$ cat config.mk
export PLATFORM = sky130hd
export DESIGN_NAME = hash_table_probe_chain_core_flat
export DESIGN_NICKNAME = d
export VERILOG_FILES = /design/src/rtl/core/htpc_pkg.sv /design/src/rtl/core/htpc_if.sv /design/src/rtl/core/hash_table_probe_chain_core.sv /design/src/rtl/core/htpc_ram.sv /design/src/flat_wrapper.sv
export VERILOG_INCLUDE_DIRS = /design/src /design/src/rtl/core
export SDC_FILE = /design/constraint.sdc
export NUM_CORES = 2
export LEC_CHECK = 0
export BUFFER_PORTS_ARGS = -buffer_cell sky130_fd_sc_hd__buf_2
export CORE_MARGIN = 10
export CORE_UTILIZATION = 45
export DETAILED_ROUTE_END_ITERATION = 12
export PLACE_DENSITY = 0.56
export SETUP_SLACK_MARGIN = 0.5
export SYNTH_ARGS = -nofsm -noshare
export SYNTH_HDL_FRONTEND = slang
export SYNTH_SLANG_ARGS = --single-unit
$ cat constraint.sdc
create_clock -name clk -period 8.4 [get_ports clk]
set_input_delay 0.84 -clock clk [delete_from_list [all_inputs] [get_ports clk]]
set_output_delay 0.84 -clock clk [all_outputs]
set_load 0.1 [all_outputs]
$ cat src/rtl/core/hash_table_probe_chain_core_assert.svh
// assertion macros for the hash table probe and chain core
`ifndef HASH_TABLE_PROBE_CHAIN_CORE_ASSERT_SVH
`define HASH_TABLE_PROBE_CHAIN_CORE_ASSERT_SVH

`ifndef SYNTHESIS

`define HTPC_CHECK(lbl, prop, msg) \
  lbl: assert property (@(posedge clk) disable iff (!rst_n) prop) else $error(msg);

`define HTPC_CHECK_NEXT(lbl, ante, cons, msg) \
  lbl: assert property (@(posedge clk) disable iff (!rst_n) (ante) |=> (cons)) else $error(msg);

`else

`define HTPC_CHECK(lbl, prop, msg)

`define HTPC_CHECK_NEXT(lbl, ante, cons, msg)

`endif

`endif

$ cat src/rtl/core/htpc_pkg.sv
// shared widths, request kinds and status codes of the hash table core
`timescale 1ns / 1ps

package htpc_pkg;

  localparam int unsigned KIND_W   = 2;
  localparam int unsigned KEY_W    = 31;
  localparam int unsigned VAL_W    = 16;
  localparam int unsigned STATUS_W = 2;
  localparam int unsigned SLOT_W   = 6;
  localparam int unsigned CFG_W    = 7;
  localparam int unsigned CNT_W    = $clog2(KEY_W);

  localparam int unsigned TABLE_DEPTH_DEF = 64;
  localparam logic [CFG_W-1:0] TABLE_SIZE_RST = 7'd64;

  localparam logic [KIND_W-1:0] KIND_LINEAR = 2'd0;
  localparam logic [KIND_W-1:0] KIND_CHAIN  = 2'd1;
  localparam logic [KIND_W-1:0] KIND_DELETE = 2'd2;

  localparam logic [STATUS_W-1:0] ST_INSERTED  = 2'd0;
  localparam logic [STATUS_W-1:0] ST_FULL      = 2'd1;
  localparam logic [STATUS_W-1:0] ST_DELETED   = 2'd2;
  localparam logic [STATUS_W-1:0] ST_NOT_FOUND = 2'd3;

endpackage

$ cat src/rtl/core/htpc_if.sv
// request, response and configuration channel interfaces
`timescale 1ns / 1ps

interface htpc_req_if import htpc_pkg::*; ();
  logic              valid;
  logic              ready;
  logic [KIND_W-1:0] kind;
  logic [KEY_W-1:0]  key;
  logic [VAL_W-1:0]  value;

  modport source (output valid, output kind, output key, output value, input ready);
  modport sink   (input valid, input kind, input key, input value, output ready);
endinterface

interface htpc_rsp_if import htpc_pkg::*; ();
  logic                valid;
  logic                ready;
  logic [STATUS_W-1:0] status;
  logic [SLOT_W-1:0]   slot_index;

  modport source (output valid, output status, output slot_index, input ready);
  modport sink   (input valid, input status, input slot_index, output ready);
endinterface

interface htpc_cfg_if import htpc_pkg::*; ();
  logic             valid;
  logic             ready;
  logic [CFG_W-1:0] table_size;

  modport source (output valid, output table_size, input ready);
  modport sink   (input valid, input table_size, output ready);
endinterface

$ cat src/rtl/core/hash_table_probe_chain_core.sv
// Steps: accept the request, reduce the key modulo the table size bit-serially,
// read the home slot, then read the probed or walked slots in turn (a chained
// insert walks the chain, then probes), link and write a chained insert, respond.
// One request at a time; the request rate is set by the bit-serial modulo unit
// and the single read port of the slot ram.
// Reset: a clearing pass over all TABLE_DEPTH slots, no requests taken meanwhile.
`timescale 1ns / 1ps
`include "hash_table_probe_chain_core_assert.svh"

module hash_table_probe_chain_core import htpc_pkg::*; #(
  parameter int unsigned TABLE_DEPTH = TABLE_DEPTH_DEF
) (
  input  logic        clk,
  input  logic        rst_n,
  htpc_req_if.sink    in_if,
  htpc_rsp_if.source  out_if,
  htpc_cfg_if.sink    cfg_if
);

  localparam int unsigned AW = (TABLE_DEPTH > 1) ? $clog2(TABLE_DEPTH) : 1;
  localparam int unsigned SW = $clog2(TABLE_DEPTH + 1);
  localparam int unsigned CW = (SW > CFG_W) ? SW : CFG_W;

  localparam int unsigned VAL_LSB  = 0;
  localparam int unsigned KEY_LSB  = VAL_W;
  localparam int unsigned TGT_LSB  = VAL_W + KEY_W;
  localparam int unsigned LV_BIT   = TGT_LSB + AW;
  localparam int unsigned USED_BIT = LV_BIT + 1;
  localparam int unsigned MW       = USED_BIT + 1;

  localparam logic [AW-1:0] LAST_SLOT = AW'(TABLE_DEPTH - 1);

  typedef enum logic [10:0] {
    S_CLEAR  = 11'b00000000001,
    S_IDLE   = 11'b00000000010,
    S_MOD    = 11'b00000000100,
    S_HOME   = 11'b00000001000,
    S_LPROBE = 11'b00000010000,
    S_CHOME  = 11'b00000100000,
    S_CWALK  = 11'b00001000000,
    S_CPROBE = 11'b00010000000,
    S_CREC   = 11'b00100000000,
    S_DEL    = 11'b01000000000,
    S_RESP   = 11'b10000000000
  } state_t;

  state_t              state_r, state_nxt;
  logic [CFG_W-1:0]    tsz_r, tsz_nxt;
  logic [AW-1:0]       clr_r, clr_nxt;
  logic                out_valid_r, out_valid_nxt;

  logic [KIND_W-1:0]   kind_r, kind_nxt;
  logic [KEY_W-1:0]    key_r, key_nxt;
  logic [VAL_W-1:0]    val_r, val_nxt;
  logic [SW-1:0]       n_r, n_nxt;
  logic [KEY_W-1:0]    div_r, div_nxt;
  logic [SW-1:0]       rem_r, rem_nxt;
  logic [CNT_W-1:0]    cnt_r, cnt_nxt;
  logic [AW-1:0]       home_r, home_nxt;
  logic [AW-1:0]       cur_r, cur_nxt;
  logic [SW-1:0]       steps_r, steps_nxt;
  logic [AW-1:0]       tail_r, tail_nxt;
  logic [MW-1:0]       tent_r, tent_nxt;
  logic [AW-1:0]       idx_r, idx_nxt;
  logic [AW:0]         ilink_r, ilink_nxt;
  logic [STATUS_W-1:0] st_r, st_nxt;
  logic [AW-1:0]       where_r, where_nxt;
  logic [STATUS_W-1:0] out_status_r, out_status_nxt;
  logic [SLOT_W-1:0]   out_slot_r, out_slot_nxt;

  logic                ram_we;
  logic [AW-1:0]       ram_waddr;
  logic [MW-1:0]       ram_wdata;
  logic [AW-1:0]       ram_raddr;
  logic [MW-1:0]       rd_word;

  logic                rd_used;
  logic                rd_lv;
  logic [AW-1:0]       rd_tgt;
  logic [KEY_W-1:0]    rd_key;
  logic [VAL_W-1:0]    rd_val;

  logic [CW-1:0]       tsz_ext;
  logic [SW-1:0]       n_eff;
  logic [SW:0]         rem_shift;
  logic [SW-1:0]       rem_step;
  logic [SW-1:0]       cur_p1;
  logic [AW-1:0]       cur_inc;
  logic                inc_home;
  logic                follow;
  logic [AW:0]         rec_link;

  htpc_ram #(
    .WIDTH (MW),
    .DEPTH (TABLE_DEPTH)
  ) u_slot_ram (
    .clk   (clk),
    .we    (ram_we),
    .waddr (ram_waddr),
    .wdata (ram_wdata),
    .raddr (ram_raddr),
    .rdata (rd_word)
  );

  assign rd_used = rd_word[USED_BIT];
  assign rd_lv   = rd_word[LV_BIT];
  assign rd_tgt  = rd_word[TGT_LSB +: AW];
  assign rd_key  = rd_word[KEY_LSB +: KEY_W];
  assign rd_val  = rd_word[VAL_LSB +: VAL_W];

  // effective table size
  always_comb begin
    tsz_ext = CW'(tsz_r);
    if (tsz_ext == '0) begin
      n_eff = SW'(1);
    end else if (tsz_ext > CW'(TABLE_DEPTH)) begin
      n_eff = SW'(TABLE_DEPTH);
    end else begin
      n_eff = SW'(tsz_ext);
    end
  end

  // one remainder bit per cycle
  assign rem_shift = {rem_r, div_r[KEY_W-1]};
  assign rem_step  = (rem_shift >= {1'b0, n_r}) ? SW'(rem_shift - {1'b0, n_r})
                                                : SW'(rem_shift);

  // wrapping slot increment
  assign cur_p1   = SW'(cur_r) + SW'(1);
  assign cur_inc  = (cur_p1 == n_r) ? '0 : AW'(cur_p1);
  assign inc_home = (cur_inc == home_r);
  assign follow   = rd_lv && (SW'(rd_tgt) < n_r) && (steps_r < n_r);
  assign rec_link = (idx_r == tail_r) ? {1'b1, idx_r} : ilink_r;

  assign in_if.ready       = (state_r == S_IDLE);
  assign cfg_if.ready      = 1'b1;
  assign out_if.valid      = out_valid_r;
  assign out_if.status     = out_status_r;
  assign out_if.slot_index = out_slot_r;

  always_comb begin
    state_nxt      = state_r;
    tsz_nxt        = tsz_r;
    clr_nxt        = clr_r;
    out_valid_nxt  = out_valid_r & ~out_if.ready;
    kind_nxt       = kind_r;
    key_nxt        = key_r;
    val_nxt        = val_r;
    n_nxt          = n_r;
    div_nxt        = div_r;
    rem_nxt        = rem_r;
    cnt_nxt        = cnt_r;
    home_nxt       = home_r;
    cur_nxt        = cur_r;
    steps_nxt      = steps_r;
    tail_nxt       = tail_r;
    tent_nxt       = tent_r;
    idx_nxt        = idx_r;
    ilink_nxt      = ilink_r;
    st_nxt         = st_r;
    where_nxt      = where_r;
    out_status_nxt = out_status_r;
    out_slot_nxt   = out_slot_r;
    ram_we         = 1'b0;
    ram_waddr      = cur_r;
    ram_wdata      = {1'b1, rd_lv, rd_tgt, key_r, val_r};
    ram_raddr      = cur_r;

    if (cfg_if.valid) begin
      tsz_nxt = cfg_if.table_size;
    end

    unique case (state_r)
      S_CLEAR: begin
        ram_we    = 1'b1;
        ram_waddr = clr_r;
        ram_wdata = '0;
        if (clr_r == LAST_SLOT) begin
          state_nxt = S_IDLE;
        end else begin
          clr_nxt = clr_r + AW'(1);
        end
      end
      S_IDLE: begin
        if (in_if.valid) begin
          kind_nxt  = in_if.kind;
          key_nxt   = in_if.key;
          val_nxt   = in_if.value;
          div_nxt   = in_if.key;
          n_nxt     = n_eff;
          rem_nxt   = '0;
          cnt_nxt   = CNT_W'(KEY_W - 1);
          state_nxt = S_MOD;
        end
      end
      S_MOD: begin
        rem_nxt = rem_step;
        div_nxt = div_r << 1;
        if (cnt_r == '0) begin
          home_nxt  = AW'(rem_step);
          state_nxt = S_HOME;
        end else begin
          cnt_nxt = cnt_r - CNT_W'(1);
        end
      end
      S_HOME: begin
        ram_raddr = home_r;
        cur_nxt   = home_r;
        steps_nxt = '0;
        unique case (kind_r)
          KIND_LINEAR: state_nxt = S_LPROBE;
          KIND_CHAIN:  state_nxt = S_CHOME;
          KIND_DELETE: state_nxt = S_DEL;
          default: begin
            st_nxt    = ST_NOT_FOUND;
            where_nxt = '0;
            state_nxt = S_RESP;
          end
        endcase
      end
      S_LPROBE: begin
        if (!rd_used) begin
          ram_we    = 1'b1;
          st_nxt    = ST_INSERTED;
          where_nxt = cur_r;
          state_nxt = S_RESP;
        end else if (inc_home) begin
          st_nxt    = ST_FULL;
          where_nxt = '0;
          state_nxt = S_RESP;
        end else begin
          ram_raddr = cur_inc;
          cur_nxt   = cur_inc;
        end
      end
      S_CHOME, S_CWALK: begin
        if ((state_r == S_CHOME) && !rd_used) begin
          ram_we    = 1'b1;
          st_nxt    = ST_INSERTED;
          where_nxt = cur_r;
          state_nxt = S_RESP;
        end else if (follow) begin
          ram_raddr = rd_tgt;
          cur_nxt   = rd_tgt;
          steps_nxt = steps_r + SW'(1);
          state_nxt = S_CWALK;
        end else begin
          tail_nxt  = cur_r;
          tent_nxt  = rd_word;
          ram_raddr = cur_inc;
          cur_nxt   = cur_inc;
          state_nxt = S_CPROBE;
        end
      end
      S_CPROBE: begin
        if (!rd_used) begin
          // link the chain end first, record goes in next cycle
          ram_we    = 1'b1;
          ram_waddr = tail_r;
          ram_wdata = {tent_r[USED_BIT], 1'b1, cur_r, tent_r[KEY_LSB +: KEY_W],
                       tent_r[VAL_LSB +: VAL_W]};
          idx_nxt   = cur_r;
          ilink_nxt = {rd_lv, rd_tgt};
          state_nxt = S_CREC;
        end else if (inc_home) begin
          st_nxt    = ST_FULL;
          where_nxt = '0;
          state_nxt = S_RESP;
        end else begin
          ram_raddr = cur_inc;
          cur_nxt   = cur_inc;
        end
      end
      S_CREC: begin
        ram_we    = 1'b1;
        ram_waddr = idx_r;
        ram_wdata = {1'b1, rec_link, key_r, val_r};
        st_nxt    = ST_INSERTED;
        where_nxt = idx_r;
        state_nxt = S_RESP;
      end
      S_DEL: begin
        if (!rd_used) begin
          st_nxt    = ST_NOT_FOUND;
          where_nxt = '0;
          state_nxt = S_RESP;
        end else if (rd_key == key_r) begin
          ram_we    = 1'b1;
          ram_wdata = {1'b0, 1'b0, rd_tgt, rd_key, rd_val};
          st_nxt    = ST_DELETED;
          where_nxt = cur_r;
          state_nxt = S_RESP;
        end else if (inc_home) begin
          st_nxt    = ST_NOT_FOUND;
          where_nxt = '0;
          state_nxt = S_RESP;
        end else begin
          ram_raddr = cur_inc;
          cur_nxt   = cur_inc;
        end
      end
      S_RESP: begin
        if (!out_valid_r || out_if.ready) begin
          out_valid_nxt  = 1'b1;
          out_status_nxt = st_r;
          out_slot_nxt   = SLOT_W'(where_r);
          state_nxt      = S_IDLE;
        end
      end
      default: begin
        state_nxt = S_CLEAR;
        clr_nxt   = '0;
      end
    endcase
  end

  always_ff @(posedge clk) begin
    if (!rst_n) begin
      state_r     <= S_CLEAR;
      tsz_r       <= TABLE_SIZE_RST;
      clr_r       <= '0;
      out_valid_r <= 1'b0;
    end else begin
      state_r     <= state_nxt;
      tsz_r       <= tsz_nxt;
      clr_r       <= clr_nxt;
      out_valid_r <= out_valid_nxt;
    end
  end

  always_ff @(posedge clk) begin
    kind_r       <= kind_nxt;
    key_r        <= key_nxt;
    val_r        <= val_nxt;
    n_r          <= n_nxt;
    div_r        <= div_nxt;
    rem_r        <= rem_nxt;
    cnt_r        <= cnt_nxt;
    home_r       <= home_nxt;
    cur_r        <= cur_nxt;
    steps_r      <= steps_nxt;
    tail_r       <= tail_nxt;
    tent_r       <= tent_nxt;
    idx_r        <= idx_nxt;
    ilink_r      <= ilink_nxt;
    st_r         <= st_nxt;
    where_r      <= where_nxt;
    out_status_r <= out_status_nxt;
    out_slot_r   <= out_slot_nxt;
  end

  `HTPC_CHECK(a_home_in_range, (state_r == S_HOME) |-> (SW'(home_r) < n_r), "home slot out of range")
  `HTPC_CHECK(a_probe_in_range, (state_r == S_LPROBE || state_r == S_CPROBE || state_r == S_DEL || state_r == S_CWALK) |-> (SW'(cur_r) < n_r), "probe slot out of range")
  `HTPC_CHECK(a_walk_bound, (state_r == S_CWALK) |-> (steps_r <= n_r), "chain walk exceeded table size")
  `HTPC_CHECK(a_no_write_idle, (state_r == S_IDLE || state_r == S_MOD || state_r == S_RESP) |-> !ram_we, "slot ram written outside a request")
  `HTPC_CHECK_NEXT(a_resp_load, (state_r == S_RESP) && (!out_valid_r || out_if.ready), out_valid_r && (state_r == S_IDLE), "response word not loaded")

endmodule

$ cat src/rtl/core/htpc_ram.sv
// generic simple dual-port ram with registered read
`timescale 1ns / 1ps

module htpc_ram #(
  parameter int unsigned WIDTH = 8,
  parameter int unsigned DEPTH = 16,
  localparam int unsigned AW = (DEPTH > 1) ? $clog2(DEPTH) : 1
) (
  input  logic             clk,
  input  logic             we,
  input  logic [AW-1:0]    waddr,
  input  logic [WIDTH-1:0] wdata,
  input  logic [AW-1:0]    raddr,
  output logic [WIDTH-1:0] rdata
);

  logic [WIDTH-1:0] mem [DEPTH];

  always_ff @(posedge clk) begin
    if (we) begin
      mem[waddr] <= wdata;
    end
    rdata <= mem[raddr];
  end

endmodule

$ cat src/flat_wrapper.sv
// flat-port wrapper written by rule: the top's interface ports become plain ports
module hash_table_probe_chain_core_flat import htpc_pkg::*;
#(
  parameter int unsigned TABLE_DEPTH = TABLE_DEPTH_DEF
)
  (clk, rst_n, in_if_valid, in_if_kind, in_if_key, in_if_value, in_if_ready, out_if_valid, out_if_status, out_if_slot_index, out_if_ready, cfg_if_valid, cfg_if_table_size, cfg_if_ready);
  htpc_req_if in_if_i ();
  htpc_rsp_if out_if_i ();
  htpc_cfg_if cfg_if_i ();
  input  logic clk;
  input  logic rst_n;
  input wire logic [$bits(in_if_i.valid)-1:0] in_if_valid;
  input wire logic [$bits(in_if_i.kind)-1:0] in_if_kind;
  input wire logic [$bits(in_if_i.key)-1:0] in_if_key;
  input wire logic [$bits(in_if_i.value)-1:0] in_if_value;
  output wire logic [$bits(in_if_i.ready)-1:0] in_if_ready;
  output wire logic [$bits(out_if_i.valid)-1:0] out_if_valid;
  output wire logic [$bits(out_if_i.status)-1:0] out_if_status;
  output wire logic [$bits(out_if_i.slot_index)-1:0] out_if_slot_index;
  input wire logic [$bits(out_if_i.ready)-1:0] out_if_ready;
  input wire logic [$bits(cfg_if_i.valid)-1:0] cfg_if_valid;
  input wire logic [$bits(cfg_if_i.table_size)-1:0] cfg_if_table_size;
  output wire logic [$bits(cfg_if_i.ready)-1:0] cfg_if_ready;
  assign in_if_i.valid = in_if_valid;
  assign in_if_i.kind = in_if_kind;
  assign in_if_i.key = in_if_key;
  assign in_if_i.value = in_if_value;
  assign in_if_ready = in_if_i.ready;
  assign out_if_valid = out_if_i.valid;
  assign out_if_status = out_if_i.status;
  assign out_if_slot_index = out_if_i.slot_index;
  assign out_if_i.ready = out_if_ready;
  assign cfg_if_i.valid = cfg_if_valid;
  assign cfg_if_i.table_size = cfg_if_table_size;
  assign cfg_if_ready = cfg_if_i.ready;
  hash_table_probe_chain_core #(.TABLE_DEPTH(TABLE_DEPTH)) u_core (.clk(clk), .rst_n(rst_n), .in_if(in_if_i), .out_if(out_if_i), .cfg_if(cfg_if_i));
endmodule
==> impl_metrics.py <==
metrics = {
    "floorplanning": {
        "fp.dieArea_sq_mm": 0.263,
        "core_sq_mm": 0.243,
        "die_width_um": 513,
        "start_util": 0.451,
        "die_y_um": 513,
        "rows": 181,
        "num_io_pins": 72,
    },
    "critical_path": {
        "crit_required_ns": 9.21,
        "rr_startpoint": "u_core.cur_r[0]",
        "crit_top_cell": "nand4_1",
        "cpMaxStageDelayCell": "or4_1",
        "crit_buf_inv": 2,
        "max_stage_delay_ns": 0.83,
        "reg2regPathDepth": 16,
        "regToRegEndpoint": "u_core.u_slot_ram.rdata[35]",
        "r2r_slack_ns": 1.49,
        "path_delay_family": "simple AND/OR/NAND/NOR gates",
        "critPathKind": "reg2reg",
        "critical_path.startpoint_type": "flop",
        "end_kind": "flop",
        "cp_max_fo": 64,
        "cp_data_arrival_time_ns": 7.73,
        "path_cells": "ha_1 > xor3_1 > nor3_2 > nand4_1 > nor2_1 > a221oi_1 > or4_1 > nand4_1 > and3b_4 > inv_8 > nor2_4 > buf_4 > nand3_1 > o2111ai_1 > o211ai_1 > a211o_1",
    },
    "global_route": {
        "grt_max_degree": 139,
        "grtUsageMet1": 0.356,
        "use_met3": 0.0468,
        "use_met2": 0.397,
        "grt.total_usage": 0.256,
        "antenna_found_initial": 22,
        "grt_pass1_wl_um": 492000,
        "grt_pass1_vias": 66800,
        "grt_remaining_overflow": 0,
        "grt.busiest_layer": "met2",
    },
    "clock_tree": {
        "cts_max_path_buffers": 4,
        "numCtsBuffers": 302,
        "tritoncts": "yes",
        "postCtsHoldBufs": 0,
        "cts.repair.resized": 0,
        "cts_max_level": 5,
        "clock_sinks": 2729,
        "post_cts_buffers": 0,
        "clockRootBuffer": "clkbuf_16",
        "clk_latency_ns": 0.95,
        "path_clk_slew_ns": 0.06,
    },
    "final_layout": {
        "num-nets-final": 8364,
        "area_growth_pct": 13.1,
        "final_cell_area_sq_mm": 0.124,
        "drive_gt1_frac": 0.111,
    },
    "timing": {
        "relSlewSlack": 0.0924,
        "fin_crit_sh": 0.823,
        "slew_violations": 0,
        "setup_viol": 0,
        "clock_skew_ns": 0.0759,
        "fin_tns_setup_ns": 0,
        "max_freq_mhz": 145,
        "min_period_ns": 6.91,
        "holdWs_ns": 0.105,
        "rsz0062_at_grt": "no",
        "hold_viol": 0,
        "worst_pin_slew_ns": 1.35,
    },
    "routing": {
        "ant_nets": 0,
        "wl_um": 348000,
        "via_per_inst": 6.00,
        "wl_per_cell_um": 29.8,
        "post-route-drc-count": 0,
        "drt-initial-drc-count": 10000,
        "dr.pass1.iters": 6,
        "via_count": 70200,
    },
    "hold_path": {
        "hold_start": "in_if_key[7]",
        "whs_endpoint": "u_core.key_r[7]",
        "holdPathStages": 1,
        "hp-class": "in2reg",
    },
    "synthesis": {
        "syn-cell-area_sq_mm": 0.109,
        "async_reset_ff_frac": 0,
        "synth_area_leaders": "edfxtp_1, nand2_1, nand3_1",
        "yosys.area.top_type": "edfxtp_1",
        "ys.flop_type": "edfxtp_1",
        "synth_edf_count": 2659,
        "synth.ff_latch_count": 2729,
        "synth_most_common_cell": "edfxtp_1",
        "ys_seq_area_frac": 0.742,
        "ys_types": 86,
        "syn_nets": 8203,
        "synthCells": 8118,
        "synth.avg_cell_area_sq_um": 13.5,
        "synth.top_cells.by_count": "edfxtp_1, nand2_1, nand3_1",
        "synth_top_area_frac": 0.729,
        "synth-warning-count": 0,
    },
    "pwr": {
        "clkPwrFrac": 0.455,
        "ir_drop_mv": 0.177,
        "pwr-share-comb": 0.006,
        "total_power_mw": 27.4,
        "internal-power_mw": 22.1,
        "power_switching_mw": 5.36,
        "seqPwrFrac": 0.539,
        "p_per_area_mw_per_mm2": 222,
        "p_sw_frac": 0.195,
        "p_leak_nw": 42.6,
    },
    "placement": {
        "placed_area_sq_mm": 0.115,
        "port_buffers": 54,
        "gp_congestion": 0.859,
        "dp_hpwl_um": 197000,
    },
    "status": {
        "status": "finished, final reports clean",
    },
    "flow_run": {
        "drv_cap": 0,
    },
}
through the flow:
| step | std cells | util | worst slack [ns] |
|---|---|---|---|
| finish | 11700 | 0.511 | 1.49 |
| global route | 11700 | 0.511 | 1.20 |
| CTS | 11700 | 0.511 | 1.60 |
| detailed placement | 11200 | 0.473 | 1.60 |
| global placement | 11200 | 0.473 | 1.60 |
| floorplan | 8118 | - | 2.74 |
cells in the final DEF (no fill, tap or decap), types with 35 or more instances in the layout:
master     count
o21ai_0       67
nand2_1     2092
o22ai_1       45
a21oi_1      212
buf_2         54
buf_4        274
clkbuf_16    307
nor2_1       160
a22oi_1       44
edfxtp_1    2659
clkinv_1      47
nand3_1      813
nor4_1        37
a31oi_1      150
nor3_1        61
mux2_2        35
mux2i_1      307
clkinv_2      37
a311oi_1      83
dfxtp_1       70
xnor2_1       38
and3_1       168
nor2_4        72
clkbuf_1      76
cell type report:
class,instances,area [sq um]
Clock inverter,110,868
Fill cell,20400,119000
Inverter,33,151
Sequential cell,2729,81200
Clock buffer,403,8240
Tap cell,3202,4010
Antenna cell,7,17.5
Multi-Input combinational cell,4856,26400
Timing Repair Buffer,357,2910
cell families after synthesis:
logic type	Yosys count	share of synthesized area
AO/OA/AOI/OAI	849	0.0531
XOR/XNOR	70	0.00586
adder cells (fa/ha/maj)	24	0.00281
buffers and inverters	533	0.0237
flip-flops	2729	0.742
multiplexers	342	0.0317
other	1	0.0000343
AND/OR/NAND/NOR	3570	0.141
power groups by stage:
| stage | clock network, mW | logic (mW) | registers [mW] |
|---|---|---|---|
| 3_3_place_gp | 0 | 0.160 | 15.1 |
| 3_5_place_dp | 0 | 0.162 | 15.1 |
| 4_1_cts | 12.6 | 0.162 | 14.8 |
| 5_1_grt | 13.1 | 0.172 | 14.8 |
| 6_report | 12.5 | 0.163 | 14.8 |
| 2_1_floorplan | 0 | 0.0750 | 15.1 |
sequential cells by signal, indices dropped and copies added, names as in the netlist, 5 cells and up:
name                      cells
u_core.tail_r                 6
u_core.home_r                 6
u_core.state_r               11
u_core.steps_r                7
u_core.where_r                6
u_core.out_if.slot_index      6
u_core.tsz_ext                7
u_core.n_r                    7
u_core.ilink_r                7
u_core.div_r                 31
u_core.idx_r                  6
u_core.u_slot_ram.mem      2496
u_core.u_slot_ram.rdata      39
u_core.tent_r                32
u_core.key_r                 31
u_core.cnt_r                  5
u_core.clr_r                  6
u_core.cur_r                  6
u_core.rem_r                  7
layer usage:
metal | wire [um] | vias up
li1 | - | 30400
met1 | 141000 | 35700
met2 | 157000 | 3435
met3 | 33200 | 637
met4 | 16300 | 4
met5 | 28 | -
worst max path at each step:
stage | end | cells after the start | startpoint
finish | u_core.u_slot_ram.rdata[35] | 16 | u_core.cur_r[0]
global route | u_core.u_slot_ram.rdata[29] | 18 | u_core.cur_r[0]
CTS | u_core.u_slot_ram.rdata[35] | 16 | u_core.cur_r[0]
detailed placement | u_core.u_slot_ram.rdata[35] | 16 | u_core.cur_r[0]
global placement | u_core.u_slot_ram.rdata[35] | 16 | u_core.cur_r[0]
floorplan | u_core.u_slot_ram.mem[58][16] | 11 | u_core.state_r[2]
(Power assumes the default switching activity.)
